$ cat config.mk
export PLATFORM = sky130hd
export DESIGN_NAME = aabb_div
export DESIGN_NICKNAME = d
export VERILOG_FILES = /design/src/sv/aabb_pkg.sv /design/src/sv/aabb_div.sv
export SDC_FILE = /design/constraint.sdc
export NUM_CORES = 1
export LEC_CHECK = 0
export BUFFER_PORTS_ARGS = -buffer_cell sky130_fd_sc_hd__buf_4
export CORE_MARGIN = 5
export CORE_UTILIZATION = 45
export CTS_CLUSTER_SIZE = 12
export DETAILED_ROUTE_END_ITERATION = 7
export GPL_ROUTABILITY_DRIVEN = 0
export GPL_TIMING_DRIVEN = 1
export PLACE_DENSITY_LB_ADDON = 0.08
export SYNTH_ARGS = -nofsm -noshare
export SYNTH_HDL_FRONTEND = slang
export SYNTH_SLANG_ARGS = --single-unit
$ cat constraint.sdc
create_clock -name i_clk -period 4.3 [get_ports i_clk]
set_input_delay 0.43 -clock i_clk [delete_from_list [all_inputs] [get_ports i_clk]]
set_output_delay 0.43 -clock i_clk [all_outputs]
set_load 0.02 [all_outputs]
$ cat src/sv/aabb_pkg.sv
// ----------------------------------------------------------------------------
// AABB collision resolver package
// Shared item types, memory word layouts, sequencer states, codes and the
// signed 32-bit clamp used throughout the datapath.
// ----------------------------------------------------------------------------
package aabb_pkg;

    localparam int CFG_IDX_W   = 2;
    localparam int MUL_W       = 34;
    localparam int PROD_W      = 2 * MUL_W;
    localparam int DIVIDEND_W  = 65;
    localparam int DIVISOR_W   = 33;

    localparam logic [2:0] KIND_WR_AXIS = 3'd0;
    localparam logic [2:0] KIND_WR_MASS = 3'd1;
    localparam logic [2:0] KIND_START   = 3'd2;
    localparam logic [2:0] KIND_COLLIDE = 3'd3;
    localparam logic [2:0] KIND_END     = 3'd4;
    localparam logic [2:0] KIND_RD_AXIS = 3'd5;

    localparam logic [1:0] AXIS_X       = 2'd0;
    localparam logic [1:0] AXIS_Y       = 2'd1;
    localparam logic [1:0] AXIS_Z       = 2'd2;
    localparam logic [1:0] AXIS_NONE    = 2'd3;

    localparam logic [CFG_IDX_W-1:0] CFG_STEP_TIME = 2'd0;
    localparam logic [CFG_IDX_W-1:0] CFG_GRAVITY   = 2'd1;

    localparam logic [15:0]        STEP_TIME_RST = 16'd1092;
    localparam logic signed [31:0] GRAVITY_RST   = 32'sd6426886;

    typedef struct packed {
        logic [2:0]         kind;
        logic [3:0]         body;
        logic [3:0]         other_body;
        logic [1:0]         axis;
        logic signed [31:0] lo_coord;
        logic signed [31:0] hi_coord;
        logic signed [31:0] velocity;
        logic [31:0]        mass;
        logic               is_static;
    } t_in_item;

    typedef struct packed {
        logic signed [31:0] read_lo;
        logic signed [31:0] read_hi;
        logic signed [31:0] read_velocity;
        logic               collided;
        logic [1:0]         chosen_axis;
        logic               bounced;
        logic [3:0]         separation_steps;
        logic               saturated;
    } t_out_item;

    typedef struct packed {
        logic signed [31:0] lo;
        logic signed [31:0] hi;
        logic signed [31:0] vel;
    } t_axis_word;

    typedef struct packed {
        logic        is_static;
        logic [31:0] mass;
    } t_mass_word;

    typedef struct packed {
        logic               sat;
        logic signed [31:0] val;
    } t_clamp;

    typedef enum logic [4:0] {
        S_IDLE, S_DISPATCH, S_RD_WAIT,
        S_ST_G, S_ST_GL, S_ST_RD, S_ST_WR,
        S_ET_RD, S_ET_MUL, S_ET_WR,
        S_C_LD, S_C_LEN, S_C_AREA, S_C_PICK,
        S_C_MUL1, S_C_DIV1, S_C_MUL2, S_C_DIV2, S_C_VEL,
        S_C_DT, S_C_STA, S_C_STB, S_C_CHK, S_C_WB,
        S_FINISH
    } t_state;

    // Clamp a widened signed value into signed 32 bits, flagging the clamp.
    function automatic t_clamp clamp32(input logic signed [35:0] v);
        t_clamp r;
        if (v > 36'sd2147483647) begin
            r.sat = 1'b1;
            r.val = 32'sh7FFFFFFF;
        end else if (v < -36'sd2147483648) begin
            r.sat = 1'b1;
            r.val = 32'sh80000000;
        end else begin
            r.sat = 1'b0;
            r.val = v[31:0];
        end
        return r;
    endfunction

    function automatic t_clamp add32(input logic signed [31:0] a,
                                     input logic signed [31:0] b);
        logic signed [35:0] s;
        s = 36'(a) + 36'(b);
        return clamp32(s);
    endfunction

    // Strict overlap of two intervals.
    function automatic logic overlap(input logic signed [31:0] a_lo,
                                     input logic signed [31:0] a_hi,
                                     input logic signed [31:0] b_lo,
                                     input logic signed [31:0] b_hi);
        return (a_hi > b_lo) && (a_lo < b_hi);
    endfunction

endpackage

$ cat src/sv/aabb_div.sv
// ----------------------------------------------------------------------------
// AABB restoring divider
// Unsigned 65-bit by 33-bit division, one quotient bit per cycle.
// ----------------------------------------------------------------------------
module aabb_div import aabb_pkg::*; (
    input  logic                  i_clk,
    input  logic                  i_rst_n,
    input  logic                  i_start,
    input  logic [DIVIDEND_W-1:0] i_dividend,
    input  logic [DIVISOR_W-1:0]  i_divisor,
    output logic                  o_done,
    output logic [DIVISOR_W-1:0]  o_quotient
);
    localparam int CNT_W = $clog2(DIVIDEND_W);

    logic                  r_busy;
    logic                  r_done;
    logic [CNT_W-1:0]      r_cnt;
    logic [DIVIDEND_W-1:0] r_num;
    logic [DIVISOR_W-1:0]  r_rem;
    logic [DIVISOR_W-1:0]  r_quo;
    logic [DIVISOR_W-1:0]  r_den;
    logic [DIVISOR_W:0]    trial;
    logic                  take;

    assign trial = {r_rem, r_num[DIVIDEND_W-1]};
    assign take  = (trial >= {1'b0, r_den});

    always_ff @(posedge i_clk) begin
        if (!i_rst_n) begin
            r_busy <= 1'b0;
            r_done <= 1'b0;
            r_cnt  <= '0;
        end else begin
            r_done <= 1'b0;
            if (i_start) begin
                r_busy <= 1'b1;
                r_cnt  <= '0;
            end else if (r_busy) begin
                r_cnt <= r_cnt + 1'b1;
                if (r_cnt == CNT_W'(DIVIDEND_W - 1)) begin
                    r_busy <= 1'b0;
                    r_done <= 1'b1;
                end
            end
        end
    end

    // The quotient is known to fit in the divisor width, so its upper bits
    // simply fall off the shift register.
    always_ff @(posedge i_clk) begin
        if (i_start) begin
            r_num <= i_dividend;
            r_den <= i_divisor;
            r_rem <= '0;
            r_quo <= '0;
        end else if (r_busy) begin
            r_num <= {r_num[DIVIDEND_W-2:0], 1'b0};
            if (take) begin
                r_rem <= DIVISOR_W'(trial - {1'b0, r_den});
            end else begin
                r_rem <= trial[DIVISOR_W-1:0];
            end
            r_quo <= {r_quo[DIVISOR_W-2:0], take};
        end
    end

    assign o_done     = r_done;
    assign o_quotient = r_quo;

endmodule

==> impl_metrics.sql, run 1 <==
INSERT INTO impl_metrics (metric_group, metric, value, unit) VALUES
('timing', 'finalSetupViolations', '0', ''),
('global_routing', 'number_of_antenna_violations_at_the_first_check_in_global_routing', '0', ''),
('timing', 'fin_worst_skew', '0.0109', 'ns'),
('critical_path', 'crit_type', 'reg2reg', ''),
('power_and_ir_drop', 'cellInternalPower', '0.00299', 'W'),
('job', 'max_cap_viol_count', '0', ''),
('routing', 'highest_layer', 'met4', ''),
('hold_path', 'min_path_type', 'in2reg', ''),
('global_routing', 'first_global_vias', '6458', ''),
('synth', 'synth.yosys.warnings', '0', ''),
('layout', 'finish.net_count', '1059', ''),
('power_and_ir_drop', 'leakage', '4.30', 'nW'),
('routing', 'drc', '0', ''),
('die', 'die-width', '150', 'um'),
('synth', 'ys_ff_latch', '173', ''),
('clock_tree', 'ctsLongestPathBuffers', '2', ''),
('layout', 'drive_gt1_share', '26.8', '%'),
('clock_tree', 'cts_max_level', '4', ''),
('timing', 'post-route-period-util', '79.2', '%'),
('timing', 'rsz_0062_raised_after_global_routing', 'false', ''),
('synth', 'synth_top_cell_area_share', '33.5', '%'),
('synth', 'postSynth.topFlopCell', 'edfxtp_1', ''),
('power_and_ir_drop', 'power_switching', '0.00116', 'W'),
('die', 'floorplan.initialDensity', '45.4', '%'),
('power_and_ir_drop', 'seq_power_share', '46.9', '%'),
('clock_tree', 'clk-insertion-delay-late', '0.43', 'ns'),
('layout', 'num_antenna_cells', '0', ''),
('routing', 'route.detailed.wl_per_inst', '15.8', 'um'),
('critical_path', 'worst-path-max-fanout', '17', ''),
('clock_tree', 'clock-root-buffer', 'clkbuf_16', ''),
('clock_tree', 'tritoncts', 'yes', ''),
('power_and_ir_drop', 'p_clk_share', '36.8', '%'),
('routing', 'drtIter0Drc', '307', ''),
('routing', 'ant_nets', '0', ''),
('critical_path', 'launching_instance_or_port_of_the_critical_path', 'r_num[64]', ''),
('synth', 'synth.largest_area_cell', 'edfxtp_1', ''),
('routing', 'via_per_inst', '5.21', ''),
('timing', 'timing.final.hold_violations', '0', ''),
('routing', 'dr_wl_met2', '9140', 'um'),
('critical_path', 'crit_path_cell_trace', 'inv_1, ha_1, inv_1, fa_1, a21o_1, a221oi_2, o2111ai_4, a21o_4, a31oi_2, buf_4, nand2_1, a311oi_1', ''),
('placed_design', 'port-buffer-count', '134', ''),
('power_and_ir_drop', 'sw_frac_of_total', '28.0', '%'),
('synth', 'synthMostInstantiatedCell', 'edfxtp_1', ''),
('die', 'placement_rows', '51', ''),
('critical_path', 'worst_setup_sp_type', 'register', ''),
('timing', 'timing.final.crit_period', '3.41', 'ns'),
('power_and_ir_drop', 'power-per-cell-area', '393', 'nW/um2'),
('synth', 'synth_async_sr_flop_share', '0', '%'),
('clock_tree', 'clock_sink_count', '173', ''),
('synth', 'synth_area', '8780', 'um2'),
('power_and_ir_drop', 'portion_of_total_power_attributed_to_combinational_logic', '16.2', '%'),
('layout', 'final_util', '54.7', '%'),
('synth', 'netlist_instances', '804', ''),
('critical_path', 'endpoint_kind', 'register', ''),
('timing', 'max_freq', '0.294', 'GHz'),
('layout', 'layout-area-overhead-vs-synth', '20.4', '%'),
('timing', 'finalSetupTns', '0', 'ns'),
('routing', 'drtPass1Iterations', '4', ''),
('clock_tree', 'cts_hold_buf', '0', ''),
('outcome', 'status', 'finished clean', ''),
('die', 'coreArea', '19300', 'um2'),
('timing', 'worstMarginPinSlew', '1.06', 'ns'),
('routing', 'met1_length', '8360', 'um'),
('synth', 'synth_top_cells_by_count', '98 x edfxtp_1, 86 x nor2_1, 75 x dfxtp_1', ''),
('global_routing', 'grt_start_max_net_pins', '85', ''),
('critical_path', 'crit_path_frequent_cell', 'inv_1', ''),
('routing', 'routed_wl', '19000', 'um'),
('synth', 'syn_avg_cell_area', '10.9', 'um2'),
('die', 'ioPinCount', '135', ''),
('routing', 'met3_wirelength_from_detailed_routing', '1210', 'um'),
('synth', 'syn-num-nets', '941', '');
-- routing by layer --
metal | vias to the layer above | track usage [%]
li1 | 3153 | -
met1 | 2955 | 21.1
met2 | 129 | 28.4
met3 | 20 | 5.91
met4 | 0 | 5.22
met5 | - | 0
-- state kept, by name, summed over array words and instances, names as in the netlist --
name,cells
o_quotient,33
r_busy,1
r_den,33
o_done,1
r_num,65
r_cnt,7
r_rem,33
-- power by group through the flow --
stage	clock network, W	logic [W]	registers [W]
after floorplan	0	0.000512	0.00195
after global placement	0	0.000663	0.00198
after detailed placement	0	0.000674	0.00199
after CTS	0.00158	0.000676	0.00195
after global routing	0.00164	0.000750	0.00196
final	0.00153	0.000674	0.00195
-- cells by family after synthesis --
group	synth area share, %
buffers and inverters	4.12
xor gates and xnor gates	2.99
muxes	13.2
DFF	50.6
adders and majority gates	5.21
and+or+nand+nor	11.5
AOI/OAI and AO/OA	12.4
-- worst paths after layout --
| path | end | slack [ns] | depth (start not counted) |
|---|---|---|---|
| min reg2reg | r_rem[17] | 0.49 | 2 |
| max | r_rem[7] | 0.89 | 12 |
| max reg2reg | r_rem[7] | 0.89 | 12 |
| min | r_den[21] | 0.18 | 1 |
-- critical path: cells and delay by family, from the launching register on --
kind	cells	cell delay [ns]
AOI/OAI and AO/OA	6	1.82
DFF	1	0.39
buffers and inverters	3	0.44
and+or+nand+nor	1	0.09
adders and majority gates	2	0.56
-- area by class of cell --
class	count	area, um2
timing repair buffer	140	1050
clock buffer	17	425
multi-input combinational	545	3980
fill	1739	8760
tap	265	332
clock inverter	15	168
sequential	173	4450
inverter	45	169
-- stage by stage --
step	cell area, um2	worst slack [ns]	total power, W	cells	hold WS, ns
after floorplan	8780	1.36	0.00246	804	0.448
after global placement	9980	1.07	0.00265	1168	0.472
after detailed placement	9980	0.947	0.00266	1168	0.478
after CTS	10600	0.913	0.00421	1200	0.150
after global routing	10600	0.675	0.00435	1200	0.149
final	10600	0.894	0.00415	1200	0.175
-- placed cells by master, fill, tap and decap left out, types with 21 or more instances in the layout --
cell	netlist	final
mux2i_1	43	43
a21oi_1	36	36
buf_4	1	139
inv_1	45	44
edfxtp_1	98	98
xnor2_1	21	21
nand2_1	70	70
ha_1	35	35
o21ai_0	23	23
dfxtp_1	75	74
mux2_2	65	65
nor2_1	86	86
No activity file was read; power rests on OpenSTA's default activity.
==> inputs of run 2 (changes only) <==
- clock period: 4.3 -> 3.2 ns (I/O delays scaled with it)
==> run 2 against run 1 <==
Net effect: hold slack got worse by 0.12 ns; critical path depth shrank 1; global-route usage is 0.50 points higher; die area unchanged; sequential cell count unchanged.
==> impl_metrics.sql, run 2 (synthesis results as in run 1) <==
INSERT INTO impl_metrics (metric_group, metric, value, unit) VALUES
('clock_tree', 'tritoncts', 'yes', ''),
('die', 'floorplan.initialDensity', '45.4', '%'),
('timing', 'fin_worst_skew', '0.0100', 'ns'),
('routing', 'drtPass1Iterations', '5', ''),
('global_routing', 'grt_use_met3', '6.09', '%'),
('timing', 'post-route-period-util', '94.3', '%'),
('critical_path', 'endpoint_kind', 'register', ''),
('die', 'design.die.area', '22400', 'um2'),
('placed_design', 'dpl.hpwl', '13500', 'um'),
('routing', 'drc', '0', ''),
('timing', 'slew_headroom', '44.4', '%'),
('global_routing', 'grt_busiest_layer', 'met2', ''),
('clock_tree', 'post-cts-setup-buffer-count', '0', ''),
('routing', 'via_per_inst', '5.31', ''),
('die', 'dieHeight', '150', 'um'),
('die', 'coreArea', '19300', 'um2'),
('placed_design', 'placed_area', '10000', 'um2'),
('timing', 'timing.final.hold_violations', '0', ''),
('clock_tree', 'cts_resized', '0', ''),
('global_routing', 'globalRouteOverflowTotal', '0', ''),
('layout', 'finish.net_count', '1067', ''),
('layout', 'drive_gt1_share', '27.7', '%'),
('global_routing', 'grt_use_total', '17.6', '%'),
('timing', 'worstMarginPinSlew', '0.834', 'ns'),
('timing', 'timing.final.crit_period', '3.02', 'ns'),
('timing', 'max_freq', '0.331', 'GHz'),
('outcome', 'status', 'finished clean', ''),
('clock_tree', 'clock_sink_count', '173', ''),
('critical_path', 'worst_ep_required_time', '3.52', 'ns'),
('layout', 'postLayoutCellArea', '10700', 'um2'),
('global_routing', 'globalRouteMet2Util', '29.7', '%'),
('critical_path', 'crit_type', 'reg2reg', ''),
('die', 'ioPinCount', '135', ''),
('clock_tree', 'tritoncts_buffer_count', '17', ''),
('layout', 'final_cell_mix', '144 x buf_4, 98 x edfxtp_1, 86 x nor2_1', ''),
('global_routing', 'number_of_antenna_violations_at_the_first_check_in_global_routing', '0', ''),
('critical_path', 'worst_setup_sp_type', 'register', ''),
('die', 'die-width', '150', 'um'),
('global_routing', 'grt_pass1_wl', '31600', 'um'),
('layout', 'largest_register_ff_count', '65', ''),
('layout', 'layout-area-overhead-vs-synth', '21.5', '%'),
('clock_tree', 'cts_max_level', '4', ''),
('global_routing', 'first_global_vias', '6412', ''),
('timing', 'finalSetupViolations', '0', ''),
('clock_tree', 'clk-insertion-delay-late', '0.44', 'ns'),
('layout', 'registers.top_by_ff_count', 'r_num', ''),
('global_routing', 'grtUsageMet1', '21.3', '%'),
('clock_tree', 'cts_hold_buf', '0', ''),
('clock_tree', 'cts.reportedPaths.clkPinSlew', '0.07', 'ns'),
('routing', 'routed_wl', '19600', 'um'),
('global_routing', 'grt_start_max_net_pins', '83', ''),
('power_and_ir_drop', 'power-per-cell-area', '528', 'nW/um2'),
('routing', 'route.detailed.wl_per_inst', '16.2', 'um'),
('layout', 'final_common_cell', 'buf_4', ''),
('clock_tree', 'clock-root-buffer', 'clkbuf_16', ''),
('timing', 'finalSetupTns', '0', 'ns'),
('routing', 'num_vias', '6419', ''),
('clock_tree', 'ctsLongestPathBuffers', '2', ''),
('die', 'placement_rows', '51', ''),
('layout', 'num_antenna_cells', '0', ''),
('routing', 'ant_nets', '0', ''),
('routing', 'drtIter0Drc', '349', ''),
('timing', 'rsz_0062_raised_after_global_routing', 'false', ''),
('job', 'max_cap_viol_count', '0', ''),
('critical_path', 'cp.arrival', '3.34', 'ns'),
('timing', 'final_max_slew_viol_count', '0', ''),
('power_and_ir_drop', 'vdd_ir_drop_max', '0.353', 'mV'),
('hold_path', 'min_path_type', 'in2reg', ''),
('critical_path', 'worst-path-max-fanout', '17', ''),
('placed_design', 'port-buffer-count', '134', ''),
('power_and_ir_drop', 'leakage', '4.35', 'nW');
-- run 2: cell types whose count changed in the layout (fill, tap and decap cells not counted), sizes merged --
cell	change
buf	+7
inv	-1
clkinv	+1
a31o	+1
-- run 2: layout make-up --
type                    instances  area, um2
fillers                      1730       8660
flip-flops and latches        173       4450
repair buffers                147       1120
multi-input cells             546       4000
inverters                      45        169
clock inverters                15        173
clock buffers                  17        425
well taps                     265        332
-- run 2: path summary, 6_finish.rpt --
path	from	end	slack, ns	depth (start not counted)
min	i_divisor[27]	r_den[27]	0.05	1
min reg2reg	r_rem[31]	r_rem[31]	0.48	2
max	r_num[64]	r_rem[0]	0.18	11
max reg2reg	r_num[64]	r_rem[0]	0.18	11
-- run 2: critical path, cell delays in order (launching register included) --
cell and delay [ns]:
edfxtp_1 0.39, inv_1 0.07, ha_1 0.15, inv_1 0.05, fa_1 0.41, a21o_1 0.23
a221oi_2 0.22, buf_4 0.19, o2111ai_4 0.16, a21o_4 0.28, a31o_2 0.41, o311a_1 0.35
-- run 2: stage by stage --
stage	power, W	hold slack, ns	std cells	utilization (%)	worst slack, ns
floorplan	0.00331	0.419	804	-	0.255
global placement	0.00358	0.473	1175	52.0	0.285
detailed placement	0.00360	0.475	1175	52.0	0.190
CTS	0.00569	0.0316	1207	55.1	0.151
global route	0.00590	0.0294	1208	55.2	0.000385
finish	0.00563	0.0546	1208	55.2	0.182
-- run 2: where the power goes --
part           switching [W]  total, W  internal, W  leakage, nW
logic               0.000518  0.000961     0.000443         2.46
clock network        0.00101   0.00207      0.00106        0.295
registers          0.0000706   0.00260      0.00253         1.59
-- run 2: routing by layer --
metal	part of all wire, %	wire length, um	vias up
li1	-	-	3158
met1	43	8340	3098
met2	49	9670	144
met3	6.7	1310	19
met4	1.4	279	0
met5	0	0	-
==> inputs of run 3 (changes only) <==
- CORE_ASPECT_RATIO: not set -> 1.2
==> run 3 against run 2 <==
Net effect: setup slack improved by 0.031 ns; via count about the same; maximum frequency grew 1.0%; sequential cell count unchanged; die area about the same; hold slack improved by 0.0098 ns; cell count up 0.33%; routed wire length is 1.3% higher; sequential share of layout area shrank 0.43 points; register-to-register slack improved by 0.03 ns; clock power about the same; critical path type unchanged; largest cell class unchanged.
==> impl_metrics.sql, run 3 (synthesis results as in run 1) <==
INSERT INTO impl_metrics (metric_group, metric, value, unit) VALUES
('timing', 'post-route-period-util', '93.4', '%'),
('placed_design', 'dpl.cell_count', '1170', ''),
('global_routing', 'number_of_antenna_violations_at_the_first_check_in_global_routing', '0', ''),
('placed_design', 'placed_area', '10000', 'um2'),
('layout', 'postLayoutCellArea', '10800', 'um2'),
('routing', 'drc', '0', ''),
('timing', 'worstMarginPinSlew', '0.819', 'ns'),
('layout', 'largest_register_ff_count', '65', ''),
('power_and_ir_drop', 'power.total', '0.00566', 'W'),
('die', 'floorplan.initialDensity', '45.3', '%'),
('hold_path', 'min_path_type', 'in2reg', ''),
('layout', 'layout.cells.non_filler', '1212', ''),
('critical_path', 'worst-path-max-fanout', '6', ''),
('timing', 'timing.final.crit_period', '2.99', 'ns'),
('routing', 'num_vias', '6416', ''),
('timing', 'rsz_0062_raised_after_global_routing', 'false', ''),
('timing', 'slew_headroom', '45.4', '%'),
('critical_path', 'worst_ep_required_time', '3.53', 'ns'),
('power_and_ir_drop', 'power-per-cell-area', '525', 'nW/um2'),
('routing', 'ant_nets', '0', ''),
('routing', 'drtPass1Iterations', '5', ''),
('placed_design', 'port-buffer-count', '134', ''),
('global_routing', 'globalRouteOverflowTotal', '0', ''),
('clock_tree', 'clk-insertion-delay-late', '0.43', 'ns'),
('critical_path', 'crit_type', 'reg2reg', ''),
('die', 'placement_rows', '56', ''),
('critical_path', 'endpoint_kind', 'register', ''),
('layout', 'final_cell_mix', '150 x buf_4, 98 x edfxtp_1, 86 x nor2_1', ''),
('outcome', 'status', 'finished clean', ''),
('clock_tree', 'cts.reportedPaths.clkPinSlew', '0.07', 'ns'),
('die', 'design.die.area', '22400', 'um2'),
('timing', 'fin_worst_skew', '0.00916', 'ns'),
('placed_design', 'dpl.hpwl', '13700', 'um'),
('job', 'max_cap_viol_count', '0', ''),
('global_routing', 'first_global_vias', '6606', ''),
('clock_tree', 'clock-root-buffer', 'clkbuf_16', ''),
('layout', 'registers.top_by_ff_count', 'r_num', ''),
('timing', 'final_max_slew_viol_count', '0', ''),
('routing', 'routed_wl', '19800', 'um'),
('timing', 'finalSetupViolations', '0', ''),
('clock_tree', 'clock_sink_count', '173', ''),
('timing', 'timing.final.hold_violations', '0', ''),
('die', 'ioPinCount', '135', ''),
('clock_tree', 'ctsLongestPathBuffers', '2', ''),
('layout', 'layout-area-overhead-vs-synth', '22.7', '%'),
('routing', 'route.detailed.wl_per_inst', '16.4', 'um'),
('clock_tree', 'cts_hold_buf', '0', ''),
('clock_tree', 'cts_max_level', '4', ''),
('routing', 'via_per_inst', '5.29', ''),
('layout', 'drive_gt1_share', '28.8', '%'),
('critical_path', 'worst_setup_sp_type', 'register', ''),
('layout', 'final_common_cell', 'buf_4', ''),
('global_routing', 'grt_pass1_wl', '31600', 'um'),
('critical_path', 'cp.arrival', '3.32', 'ns'),
('clock_tree', 'tritoncts', 'yes', ''),
('timing', 'finalSetupTns', '0', 'ns'),
('global_routing', 'grt_use_total', '17.6', '%'),
('die', 'coreArea', '19400', 'um2'),
('layout', 'filler_cell_count', '1729', ''),
('layout', 'num_antenna_cells', '0', ''),
('power_and_ir_drop', 'vdd_ir_drop_max', '0.336', 'mV'),
('clock_tree', 'tritoncts_buffer_count', '17', ''),
('routing', 'drtIter0Drc', '340', ''),
('die', 'die-width', '138', 'um'),
('global_routing', 'grt_start_max_net_pins', '66', ''),
('die', 'dieHeight', '163', 'um'),
('layout', 'finish.net_count', '1075', ''),
('power_and_ir_drop', 'leakage', '4.38', 'nW'),
('timing', 'max_freq', '0.335', 'GHz');
run 3: cell types whose count changed in the layout (fill, tap and decap cells not counted), sizes merged:
cell    before  now
inv         54   50
clkbuf      17   18
buf        147  155
clkinv       6    9
run 3: timing repair:
item / 4_1_cts / 5_1_grt
resized for setup: 0 / 20
endpoints found under the setup margin: 0 / 24
setup buffers: 0 / 7
run 3: through the flow:
step	utilization [%]	setup slack, ns	hold WS, ns
after global placement	51.6	0.289	0.469
after global routing	55.5	0.00682	0.0354
after detailed placement	51.6	0.185	0.481
after floorplan	-	0.255	0.419
final	55.5	0.212	0.0645
after CTS	54.7	0.169	0.0433
run 3: area by class of cell:
| class | instances | area [um2] | area share, % |
|---|---|---|---|
| Multi-Input combinational cell | 546 | 4050 | 37.6 |
| Clock inverter | 14 | 175 | 1.62 |
| Tap cell | 261 | 327 | 3.03 |
| Timing Repair Buffer | 155 | 1180 | 11.0 |
| Inverter | 45 | 169 | 1.57 |
| Sequential cell | 173 | 4450 | 41.3 |
| Clock buffer | 18 | 429 | 3.98 |
run 3: worst paths after layout:
check,startpoint,endpoint,slack [ns],depth (start not counted)
worst max-delay path,r_num[64],r_rem[16],0.21,13
worst min-delay path,i_divisor[9],r_den[9],0.06,1
worst min register to register,r_rem[31],r_rem[31],0.49,2
worst max register to register,r_num[64],r_rem[16],0.21,13
run 3: report_power, final:
group | total [W] | switching (W) | internal, W
combinational | 0.000994 | 0.000528 | 0.000466
sequential | 0.00260 | 0.0000709 | 0.00253
clock | 0.00207 | 0.00101 | 0.00106
run 3: per-layer routing:
metal | GRT usage, % | up-vias | part of all wire [%]
met3 | 6.38 | 33 | 6.1
met4 | 6.31 | 0 | 2.1
li1 | - | 3196 | -
met2 | 29.7 | 138 | 51
met1 | 20.3 | 3049 | 41
met5 | 0 | - | 0
run 3: critical path, stage by stage (launching register included):
cell	delay, ns
edfxtp_1	0.40
inv_2	0.09
ha_4	0.13
inv_1	0.05
fa_2	0.37
a21o_1	0.19
a221oi_2	0.23
buf_4	0.18
o2111ai_4	0.17
a21o_4	0.29
a31oi_4	0.29
buf_6	0.18
nand2_1	0.08
a311oi_2	0.24
